$ cat config.mk
export PLATFORM = sky130hd
export DESIGN_NAME = bqeq_ram
export DESIGN_NICKNAME = d
export VERILOG_FILES = /design/src/rtl/bqeq_ram.sv
export SDC_FILE = /design/constraint.sdc
export NUM_CORES = 2
export LEC_CHECK = 0
export BUFFER_PORTS_ARGS = -buffer_cell sky130_fd_sc_hd__buf_4
export CORE_MARGIN = 8
export CORE_UTILIZATION = 55
export CTS_CLUSTER_DIAMETER = 60
export CTS_CLUSTER_SIZE = 28
export DETAILED_ROUTE_END_ITERATION = 16
export PLACE_DENSITY_LB_ADDON = 0.05
export RECOVER_POWER = 100
export SETUP_SLACK_MARGIN = 0.2
export SLEW_MARGIN = 20
export SYNTH_ARGS = -nofsm -noshare
export SYNTH_HDL_FRONTEND = slang
export SYNTH_SLANG_ARGS = --single-unit
$ cat constraint.sdc
create_clock -name clk -period 7.5 [get_ports clk]
set_input_delay 1.875 -clock clk [delete_from_list [all_inputs] [get_ports clk]]
set_output_delay 1.875 -clock clk [all_outputs]
set_load 0.02 [all_outputs]
$ cat src/rtl/bqeq_ram.sv
// ----------------------------------------------------------------------------
// bqeq_ram - single-port-write, single-port-read RAM
// One write and one registered read per cycle.
// ----------------------------------------------------------------------------
module bqeq_ram #(
    parameter int  DEPTH = 55,
    parameter int  WIDTH = 33,
    localparam int AW    = (DEPTH > 1) ? $clog2(DEPTH) : 1
) (
    input  logic             clk,
    input  logic             we,
    input  logic [AW-1:0]    waddr,
    input  logic [WIDTH-1:0] wdata,
    input  logic             re,
    input  logic [AW-1:0]    raddr,
    output logic [WIDTH-1:0] rdata
);

    logic [WIDTH-1:0] mem [DEPTH];
    logic [WIDTH-1:0] rdata_reg;

    always_ff @(posedge clk)
    begin
        if (we)
        begin
            mem[waddr] <= wdata;
        end
        if (re)
        begin
            rdata_reg <= mem[raddr];
        end
    end

    assign rdata = rdata_reg;

endmodule

== Yosys cells after proc, flatten, opt, wreduce, memory -nomap -nowiden ==
Memories as Yosys holds them, arrays and structs flattened. A register that Yosys moved wholly into a read port is not among the register bits.
Cells that the tools add are included.

* Muxes and demuxes: 2

{| class="wikitable"
|+ Operator list
! operator !! number
|-
| two-way mux 1 bit || 2
|}

* Memories kept: 1
* Output and inout bits: 33
* Memory bits (writable): 1815
* Bits in registers: 0

{| class="wikitable"
|+ Memories
! name !! depth !! bits a word !! rd ports !! clocked after Yosys merged registers in !! wr ports !! RTL line !! text
|-
| mem || 55 || 33 || 1 || 1 || 1 || 19 || <nowiki>logic [WIDTH-1:0] mem [DEPTH];</nowiki>
|}

== Depth between registers and ports, before layout ==
* Depth in word-level cells: 2
* Mapped depth: 10

== Least setup slack after synthesis ==
Ideal clock, no wire load.

* Path kind: input-to-reg
* Start point: input port we
* End point: memory mem[24][0], enable pin
* Arrival: 4.447 ns
* Slack: 2.589 ns
* Cell stages on the path: 4
* Setup time: 0.464 ns
* Cell sequence: nand2_1 -> nor2_1 -> nand3b_1 -> nor3_1

* Longest elaborated chain between the ends: 2

{| class="wikitable"
|+ RTL lines
! element !! RTL line !! text
|-
| start, declared || 11 || <nowiki>input logic we,</nowiki>
|-
| two-way mux 1 bit || 24 || <nowiki>if (we)</nowiki>
|-
| two-way mux 1 bit (implied by the code) || 26 || <nowiki>mem[waddr] <= wdata;</nowiki>
|-
| end, declared || 19 ||
|}

Every way passes these cells.

== Worst setup path in the final report ==
* Start point: input port waddr[4]
* End point: memory mem[42][20], enable pin

{| class="wikitable"
|+ RTL lines
! element !! RTL line !! text
|-
| start, declared || 12 || <nowiki>input logic [AW-1:0] waddr,</nowiki>
|}

Straight into the memory's write port.

==> reports/metrics.yaml <==
status: "finished, violations left"
violations: "max-capacitance violations, max-slew violations"
coreArea_mm2: 0.127
drv_cap: 97
drt-vias-per-instance: 6.64
final_area_mm2: 0.0774
io_pins: 81
path_buf_inv: 2
grt_overflow: 0
cts_resized: 0
reg2regPathDepth: 5
place_congestion: 0.766
drt-pass1-iter-count: 5
yosys-top-cells-area: "edfxtp_1 (79%), mux4_2 (12%), mux2i_1 (2.7%), o22ai_1 (1.3%), nor2_1 (0.48%)"
cp_top_family: "simple AND/OR/NAND/NOR gates"
cts_hold_buf: 0
grt_max_degree: 98
clkSinkCount: 1848
antenna_found_initial: 10
row_count: 131
ys_warn_count: 0
htreeDepth: 4
dp.cells: 4818
cp_slowest_cell: "nor2_1"
die_x_um: 374
drt_iter0_drc: 3824
finalHoldViolCount: 0
slew_headroom: -1.86
drt-total-wl_um: 178000
synth_enable_flop_cells: 1848
cts.path.max_buffers: 3
grt_pass1_wl_um: 252000
cts-root-buf: "clkbuf_16"
fmax_ghz: 0.169
regToRegSetupSlack_ns: 4.59
period_share: 0.787
worstSetupStartpoint: "waddr[4]"
finalSetupViolCount: 0
p_leak_nw: 23.8
r2r_end: "rdata[14]"
hold_ws_ns: 0.876
area_growth_pct: 10.0
yosysSeqAreaShare: 0.789
worstHoldEndpoint: "rdata[22]"
cts_buffers: 136
peakVddDrop_v: 0.000255
place_ws_ns: 2.15
post-cts-setup-buffer-count: 0
worstSetupStartpointType: "primary input"
crit_cells: 4
cp-end-kind: "flop"
first_global_vias: 34200
cp_max_fo: 21
drtAntennaViolNets: 0
tritoncts: "built"
die_y_um: 374
path_cells: "clkbuf_1 -> nand3b_1 -> nor2_1 -> clkbuf_1"
final_cell_count_no_fill: 5069
n_fill_cell: 8860
clock_skew_ns: 0.0348
synthDistinctLibCells: 39
drive_above_1_share: 0.216
post_drt_wl_per_cell_um: 35.1
arrival_ns: 6.26
syn_avg_cell_area_um2: 22.3
crit_path_frequent_cell: "clkbuf_1"
syn_nets: 3205
reg2reg_from: "mem[39][14]"
insertion_delay_ns: 0.79
powerDensity_mw_per_mm2: 262
synth_top_cell_area_share: 0.789
hpwl_um: 93700
hold_depth: 4
fp.dieArea_mm2: 0.140
final_nets: 3342
slew_violations: 3733
hold_path.class: "flop to flop"
drc: 0
hold_start: "mem[26][22]"
netlist_instances: 3157
power_mw: 20.3
ys_ff_latch: 1848
grt_usage: 0.253
syn-cell-area_mm2: 0.0703
critical_path_class: "primary input to flop"
largest_reg_flops: 1815
rsz0062_at_grt: "false"
synth_area_leader_cell: "edfxtp_1"
start_util: 0.553
clk_pin_slew_ns: 0.10
synthArstFlopShare: 0
fin_crit_ns: 5.90
fin_tns_setup_ns: 0
layout_setup_ws_ns: 1.60
critPathRequiredTime_ns: 7.86
fin_util: 0.608
cpPeakStageDelay_ns: 1.99
worst_pin_slew_ns: 4.29
vias: 33600
synth_top_flop_cell: "edfxtp_1"
numPortBuffers: 80
dpl_cell_area_mm2: 0.0732
==> worst register-to-register path, stage by stage, from the launching register on <==
cell	delay [ns]
edfxtp_1	0.35
mux4_2	0.22
mux2_2	0.23
a22oi_1	0.17
a2111oi_0	1.41
a31o_1	0.35
==> cells in the final DEF (no fill, tap or decap), types with 19 or more instances in the layout <==
| cell | synthesis | routed |
|---|---|---|
| a211oi_1 | 19 | 19 |
| mux2i_1 | 187 | 187 |
| a22oi_1 | 23 | 23 |
| a21oi_1 | 56 | 56 |
| mux2_2 | 23 | 23 |
| nor2_4 | 0 | 41 |
| nor2_1 | 90 | 48 |
| clkbuf_16 | 0 | 143 |
| o22ai_1 | 149 | 149 |
| clkbuf_1 | 74 | 133 |
| edfxtp_1 | 1848 | 1848 |
| mux4_2 | 374 | 374 |
| a31o_1 | 23 | 23 |
| nand2_1 | 68 | 68 |
| buf_4 | 32 | 43 |
| o21ai_1 | 21 | 21 |
==> layout make-up <==
class | count | area, um^2 | share of cell area
Antenna cell | 2 | 5.00 | 0.0000647
Clock buffer | 150 | 3600 | 0.0466
Timing Repair Buffer | 178 | 926 | 0.0120
Clock inverter | 99 | 1170 | 0.0151
Tap cell | 1662 | 2080 | 0.0269
Multi-Input combinational cell | 1129 | 14100 | 0.182
Inverter | 1 | 3.75 | 0.0000485
Sequential cell | 1848 | 55500 | 0.717
==> synthesized netlist by cell type (10+ instances only) <==
library cell and count:
mux4_2 374, mux2i_1 187, a2111oi_2 10, o21ai_0 12
a211oi_1 19, a22oi_1 23, buf_4 32, o21ai_1 21
buf_6 29, a22o_1 10, a31o_1 23, nor2_1 90
a21oi_1 56, o22ai_1 149, nand2_1 68, buf_2 37
edfxtp_1 1848, o221ai_1 10, clkbuf_1 74, mux2_2 23
==> cells by family after synthesis <==
kind of cell | after synthesis | share of synthesized area
DFF | 1848 | 0.789
muxes | 584 | 0.150
AOI/OAI and AO/OA | 350 | 0.0340
and+or+nand+nor | 195 | 0.0118
buffers and inverters | 180 | 0.0152
==> where the power goes <==
group / switching, mW / internal [mW] / total (mW)
combinational: 0.667 / 0.337 / 1.00
clock: 3.78 / 4.02 / 7.80
sequential: 0.0369 / 11.5 / 11.5
==> metal layers <==
layer,part of all wire,track usage
met1,0.41,0.361
met2,0.48,0.401
met3,0.090,0.0579
met4,0.024,0.0646
met5,0.00015,0
==> worst max path at each step <==
stage                        endpoint
after CTS                   rdata[14]
after global routing      mem[42][20]
after global placement      rdata[17]
after detailed placement    rdata[14]
final                     mem[42][20]
after floorplan            mem[24][0]
No activity file was read; power rests on OpenSTA's default activity.
