**src/rtl/bqeq_pkg.sv**
```systemverilog
// ----------------------------------------------------------------------------
// bqeq_pkg - shared types and constants of the biquad peaking EQ cascade
// Item formats, register and coefficient codes, fixed-point constants and the
// control bundle of the shared multiply-accumulate unit.
// ----------------------------------------------------------------------------
package bqeq_pkg;

    localparam int CFG_IDX_W  = 1;
    localparam int CFG_DATA_W = 2;

    localparam logic [CFG_IDX_W-1:0] REG_FILTER_ENABLE = 1'd0;
    localparam logic [CFG_IDX_W-1:0] REG_CHANNEL_COUNT = 1'd1;

    localparam logic       FILTER_ENABLE_RESET = 1'b1;
    localparam logic [1:0] CHANNEL_COUNT_RESET = 2'd2;

    localparam logic OP_SAMPLE = 1'b0;
    localparam logic OP_COEF   = 1'b1;

    localparam logic [2:0] COEF_B0 = 3'd0;
    localparam logic [2:0] COEF_B1 = 3'd1;
    localparam logic [2:0] COEF_B2 = 3'd2;
    localparam logic [2:0] COEF_A1 = 3'd3;
    localparam logic [2:0] COEF_A2 = 3'd4;
    localparam int         NUM_COEFS = 5;

    localparam int COEF_FRAC = 28;
    localparam int SIG_FRAC  = 26;
    localparam int IN_SHIFT  = 11;

    localparam logic [14:0] OUT_SCALE = 15'd32767;

    typedef struct packed {
        logic               operation;
        logic               channel;
        logic signed [15:0] sample_in;
        logic        [3:0]  band_index;
        logic        [2:0]  coef_index;
        logic signed [31:0] coef_value;
    } in_item_t;

    typedef struct packed {
        logic signed [15:0] sample_out;
        logic               clipped;
    } out_item_t;

    typedef struct packed {
        logic mul_lo;
        logic mul_hi;
        logic clear;
        logic negate;
    } mac_ctrl_t;

endpackage

```
**src/rtl/bqeq_mac.sv**
```systemverilog
// ----------------------------------------------------------------------------
// bqeq_mac - shared sign-magnitude multiply-accumulate unit
// Two half-width partial products, Q28 rescale with magnitude clamp, then a
// signed accumulate. Sum and accumulate each register the cycle after its input.
// ----------------------------------------------------------------------------
module bqeq_mac #(
    parameter int CMW = 32,
    parameter int SW  = 32
) (
    input  logic                clk,
    input  logic                rst_n,
    input  bqeq_pkg::mac_ctrl_t ctrl,
    input  logic [CMW-1:0]      mc,
    input  logic [SW-1:0]       ms,
    output logic [SW+2:0]       acc
);

    localparam int H   = SW / 2;
    localparam int HW  = SW - H;
    localparam int PW  = CMW + SW;
    localparam int SHW = PW - bqeq_pkg::COEF_FRAC;
    localparam int AW  = SW + 3;
    localparam logic [SHW-1:0] LIMIT = SHW'(1) << (SW - 1);

    logic [CMW+H-1:0]  plo_reg;
    logic [CMW+HW-1:0] phi_reg;
    logic              sum_pend_reg;
    logic              neg_s_reg;
    logic [SW-1:0]     mag_reg;
    logic              acc_pend_reg;
    logic              neg_a_reg;
    logic [AW-1:0]     acc_reg;

    logic [PW-1:0]  prod;
    logic [SHW-1:0] shifted;
    logic [AW-1:0]  mag_ext;

    assign prod    = {phi_reg, {H{1'b0}}} + PW'(plo_reg);
    assign shifted = prod[PW-1:bqeq_pkg::COEF_FRAC];
    assign mag_ext = AW'(mag_reg);

    always_ff @(posedge clk or negedge rst_n)
    begin
        if (!rst_n)
        begin
            sum_pend_reg <= 1'b0;
            acc_pend_reg <= 1'b0;
        end
        else
        begin
            sum_pend_reg <= ctrl.mul_hi;
            acc_pend_reg <= sum_pend_reg;
        end
    end

    always_ff @(posedge clk)
    begin
        if (ctrl.mul_lo)
        begin
            plo_reg <= mc * ms[H-1:0];
        end
        if (ctrl.mul_hi)
        begin
            phi_reg   <= mc * ms[SW-1:H];
            neg_s_reg <= ctrl.negate;
        end
        if (sum_pend_reg)
        begin
            mag_reg   <= (shifted > LIMIT) ? LIMIT[SW-1:0] : shifted[SW-1:0];
            neg_a_reg <= neg_s_reg;
        end
        if (ctrl.clear)
        begin
            acc_reg <= '0;
        end
        else if (acc_pend_reg)
        begin
            acc_reg <= neg_a_reg ? (acc_reg - mag_ext) : (acc_reg + mag_ext);
        end
    end

    assign acc = acc_reg;

endmodule

```
**config.mk**
```make
export PLATFORM = sky130hd
export DESIGN_NAME = bqeq_mac
export DESIGN_NICKNAME = d
export VERILOG_FILES = /design/src/rtl/bqeq_pkg.sv /design/src/rtl/bqeq_mac.sv
export SDC_FILE = /design/constraint.sdc
export NUM_CORES = 2
export LEC_CHECK = 0
export BUFFER_PORTS_ARGS = -buffer_cell sky130_fd_sc_hd__buf_2
export CORE_UTILIZATION = 25
export DETAILED_ROUTE_END_ITERATION = 10
export GPL_TIMING_DRIVEN = 0
export PLACE_DENSITY = 0.44
export SLEW_MARGIN = 20
export SYNTH_ARGS = -nofsm -noshare
export SYNTH_HDL_FRONTEND = slang
export SYNTH_SLANG_ARGS = --single-unit
export TNS_END_PERCENT = 10
```
**constraint.sdc**
```tcl
create_clock -name clk -period 6.25 [get_ports clk]
set_input_delay 0.9375 -clock clk [delete_from_list [all_inputs] [get_ports clk]]
set_output_delay 0.9375 -clock clk [all_outputs]
set_load 0.01 [all_outputs]
```
# Word-level counts from Yosys, hierarchy flattened
# Index checks and enable logic that the tools add are counted.
dict set report op_classes {
  addsub 3
  n_mul 2
  order_cmp 1
  muxes 1
}
# operator count
set ops {}
lappend ops {{32-bit by 16-bit multiplier with 48-bit output} 2}
lappend ops {{64-bit by 48-bit adder with 64-bit output} 1}
lappend ops {{36-bit by 32-bit > comparator with 1-bit output (second input constant)} 1}
lappend ops {{35-bit by 32-bit adder with 35-bit output} 1}
lappend ops {{35-bit two-way mux} 1}
lappend ops {{35-bit by 32-bit subtractor with 35-bit output} 1}
dict set report word_totals {
  reg_bits 167
  inputBits 70
  output_inout_bits 35
}

# Longest topological paths before layout
dict set report depth {
  ltp_word 2
  ltp_mapped 25
  ltp_nobuf 23
}

# Least setup slack after synthesis
# OpenSTA, ideal clock, no wires.
dict set report synth_path {
  path_kind {input port to flip-flop}
  startpoint {input ms[17]}
  endpoint {register phi_reg[46] (data pin)}
  setup_ns 0.262
  arrival_ns 6.932
  t_required_ns 5.988
  slack_ns -0.943
  cell_stages 23
  n_path_buf 2
  cell_sequence {clkbuf_1 -> nand2_1 -> fa_1 -> fa_1 -> fa_1 -> inv_1 -> fa_1 -> fa_1 -> inv_1 -> fa_1 -> inv_1 -> ha_1 -> buf_6 -> a21o_1 -> a311o_1 -> a311oi_2 -> o2111ai_1 -> a311o_1 -> a311o_2 -> a21bo_1 -> a21oi_2 -> o21ai_1 -> xor2_1}
}
dict set report synth_between {
  elab_chain_cells 1
}
# item line_no
set synth_lines {}
lappend synth_lines {{start, declared} bqeq_mac.sv:14} ;# input logic [SW-1:0] ms,
lappend synth_lines {{32-bit by 16-bit multiplier with 48-bit output} bqeq_mac.sv:64} ;# phi_reg <= mc * ms[SW-1:H];
lappend synth_lines {{end signal, assigned} bqeq_mac.sv:64}
lappend synth_lines {{end, declared} bqeq_mac.sv:26} ;# logic [CMW+HW-1:0] phi_reg;
# Every way passes these cells.
# A chain may end at the register's enable or synchronous reset.

# Worst setup path in the final report
dict set report layout_path {
  startpoint {input mc[9]}
  endpoint {register phi_reg[46] (data pin)}
}
dict set report layout_between {
  elab_chain_cells 1
}
# item line_no
set layout_lines {}
lappend layout_lines {{start, declared} bqeq_mac.sv:13} ;# input logic [CMW-1:0] mc,
lappend layout_lines {{32-bit by 16-bit multiplier with 48-bit output} bqeq_mac.sv:64}
# Every way passes these cells.

==> results.py <==
metrics = {
    "run_status": {
        "status": "complete, but fails checks",
        "violations": "setup timing",
    },
    "timing": {
        "finalSetupViolCount": 49,
        "fin_crit_sh_pct": 115,
        "skew_ns": 0.0211,
        "fin_crit_ns": 7.20,
        "tightest_slew_ns": 0.874,
        "rsz0062_at_grt": "true",
        "setup_ws_ns": -0.948,
        "drv_slew": 0,
        "fmax_ghz": 0.139,
        "max_slew_margin_pct": 41.7,
        "hold_viol_final": 0,
    },
    "critical_path": {
        "path_class": "in2reg",
        "critPathLaunchType": "input pin",
        "worst_setup_path_end_kind": "flip-flop",
        "rr_startpoint": "mag_reg[0]$_SDFFCE_PN0P_",
        "worstPathMaxFanout": 5,
        "ff2ff_path_depth": 17,
        "crit_required_ns": 6.46,
        "ff2ff_setup_slack_ns": 0.97,
        "arrival_ns": 7.40,
        "critical_path.reg2reg.endpoint": "acc[34]$_SDFFE_PP0P_",
    },
    "logic_synthesis": {
        "synth_nets": 5659,
        "yosysTopAreaCellShare_pct": 41.7,
        "synth_area_sq_um": 40100,
        "synthTopCellsByArea": "fa_1 42%, ha_1 9.4%, inv_1 8.6%",
        "ys_types": 77,
        "syn-mean-instance-area_sq_um": 9.02,
        "async_flop_share_pct": 1.32,
        "yosysWarnings": 0,
        "yosysSeqAreaShare_pct": 10.4,
        "synth_top_area_cell": "fa_1",
        "ys_ff_latch": 151,
        "ys.flop_type": "edfxtp_1",
        "synth_edf_count": 114,
        "syn_inst": 4450,
    },
    "floorplanning": {
        "initial_core_util_pct": 25.3,
        "dieArea_sq_um": 162000,
        "ioPinCount": 105,
        "core-area_sq_um": 159000,
        "fp.dieW_um": 403,
        "die_h_um": 403,
        "num_rows": 146,
    },
    "global_route": {
        "grt_pass1_vias": 32900,
        "grt_use_total_pct": 17.4,
        "grt_overflow": 0,
        "grt_max_degree": 51,
        "antenna_found_initial": 23,
        "grt_pass1_wl_mm": 210,
    },
    "finish": {
        "final_common_cell": "inv_1",
        "largest_reg_flops": 48,
        "fin_area_sq_um": 47300,
        "final_nets": 5853,
        "drive_gt1_share_pct": 12.1,
        "final_cell_mix": "909 x inv_1, 817 x fa_1, 661 x nand2_1",
        "areaGrowthSynthToFinish_pct": 17.9,
        "fillCellCount": 16900,
    },
    "placed_design": {
        "dpl_worst_slack_ns": -3.17,
        "gp_congestion": 0.903,
        "dp_hpwl_mm": 117,
        "portBuffers": 103,
        "place_area_sq_um": 43300,
    },
    "cts": {
        "h-tree-depth": 4,
        "cts_tree": "done",
        "clock-sinks": 151,
        "cts_inserted_buffers": 17,
        "clk_pin_slew_ns": 0.07,
        "clk_latency_ns": 0.46,
        "cts.path.max_buffers": 2,
        "cts_root_buffer": "clkbuf_16",
    },
    "route": {
        "wl_met3_mm": 6.57,
        "via_per_inst": 4.51,
        "met1_length_mm": 63.0,
        "wl_met2_mm": 63.7,
        "drc": 0,
        "drt_pass1_iterations": 6,
        "drt_iter0_drc": 1770,
        "vias": 30400,
        "antenna_left": 0,
        "wl_mm": 139,
        "routed.top_layer": "met5",
        "routedWlPerCell_um": 20.6,
    },
    "worst_hold_path": {
        "hold_class": "in2async",
    },
    "flow_run": {
        "cap_violations": 0,
    },
}
## cell families (layout without fill, tap and decap cells)
| logic type | Yosys count | in the layout | share of synthesized area [%] |
|---|---|---|---|
| AOI/OAI and AO/OA | 404 | 404 | 6.61 |
| muxes | 25 | 25 | 0.630 |
| adders and majority gates | 1139 | 1139 | 51.1 |
| other | 0 | 7 | 0 |
| DFF | 151 | 151 | 10.4 |
| and+or+nand+nor | 1428 | 1428 | 17.1 |
| xor gates and xnor gates | 150 | 150 | 3.27 |
| buffers and inverters | 1153 | 1360 | 10.8 |
## Yosys cell counts, types with 5 or more instances
library cell  instances
fa_1                836
a31o_2                6
mux2i_1              23
or3_1                 8
buf_2                 8
a31oi_1              22
and2_1              429
nand2_1             664
o311ai_0              5
o21bai_1             18
o21ai_0              48
o21ai_1               5
and3_1               17
nor2_1              138
dfxtp_1              35
nor4_1               12
nand3_1              39
and4_1                8
a211oi_1             13
o22ai_1               7
o211ai_1             10
a21o_1               79
inv_1               924
xor2_1               45
nand2b_1             16
a21oi_1             126
edfxtp_1            114
clkbuf_1            218
o21a_1               16
nor3_1               38
ha_1                303
nor2b_1              18
or4_1                 5
xnor2_1             105
nand4_1              22
## stage by stage
stage | hold WS (ns) | TNS (ns) | util (%) | std cells
floorplan | 0.400 | -14.39 | - | 4450
global placement | 0.413 | -135.24 | 27.2 | 6625
detailed placement | 0.415 | -135.56 | 27.2 | 6626
CTS | 0.241 | -22.80 | 29.4 | 6708
global route | 0.254 | -33.33 | 29.8 | 6732
finish | 0.283 | -24.96 | 29.8 | 6736
## cell type report
cell class / count / area, sq um / area share, %
clock buffers: 18 / 439 / 0.928
flip-flops and latches: 151 / 4180 / 8.82
inverters: 924 / 3470 / 7.33
well taps: 2072 / 2590 / 5.48
multi-input cells: 3146 / 32600 / 69.0
diodes: 7 / 17.5 / 0.0370
clock inverters: 14 / 141 / 0.299
repair buffers: 179 / 1420 / 3.00
plain buffers: 225 / 2440 / 5.15
## metal layers
layer,vias up,global-route usage (%)
li1,13900,-
met1,15600,23.4
met2,724,28.5
met3,207,2.17
met4,18,6.52
met5,-,0
## worst max-delay path by stage
stage,from,to,slack [ns],cells past startpoint
after floorplan,ms[20],phi_reg[46]$_DFFE_PP_,-0.83,24
after global placement,ms[9],plo_reg[39]$_DFFE_PP_,-3.20,23
after detailed placement,ms[9],plo_reg[39]$_DFFE_PP_,-3.17,23
after CTS,mc[9],phi_reg[46]$_DFFE_PP_,-1.07,24
after global routing,mc[14],phi_reg[46]$_DFFE_PP_,-1.08,24
final,mc[9],phi_reg[46]$_DFFE_PP_,-0.95,24
## timing repair
item	in CTS	in global routing
cloned	2	0
endpoints found under the setup margin	64	59
pin swaps	58	49
setup buffers	50	23
hold buffers	0	0
gates resized for setup	639	119
## worst max-delay path, cell delays in order
cell and delay (ns):
buf_12 0.11, clkbuf_16 0.15, buf_4 0.12, nand2_1 0.06, fa_1 0.48, inv_1 0.05
fa_1 0.54, fa_2 0.66, fa_2 0.44, fa_1 0.48, inv_1 0.05, fa_1 0.47
inv_1 0.04, ha_1 0.24, a21o_1 0.22, a311o_1 0.35, a311oi_4 0.35, o2111ai_4 0.21
a311o_1 0.36, a311o_2 0.42, a21bo_1 0.21, a21oi_4 0.20, o21ai_2 0.09, xor2_1 0.17
Power is not shown: default switching activity piles up to over one toggle a cycle in this logic, so the estimate is an artifact.
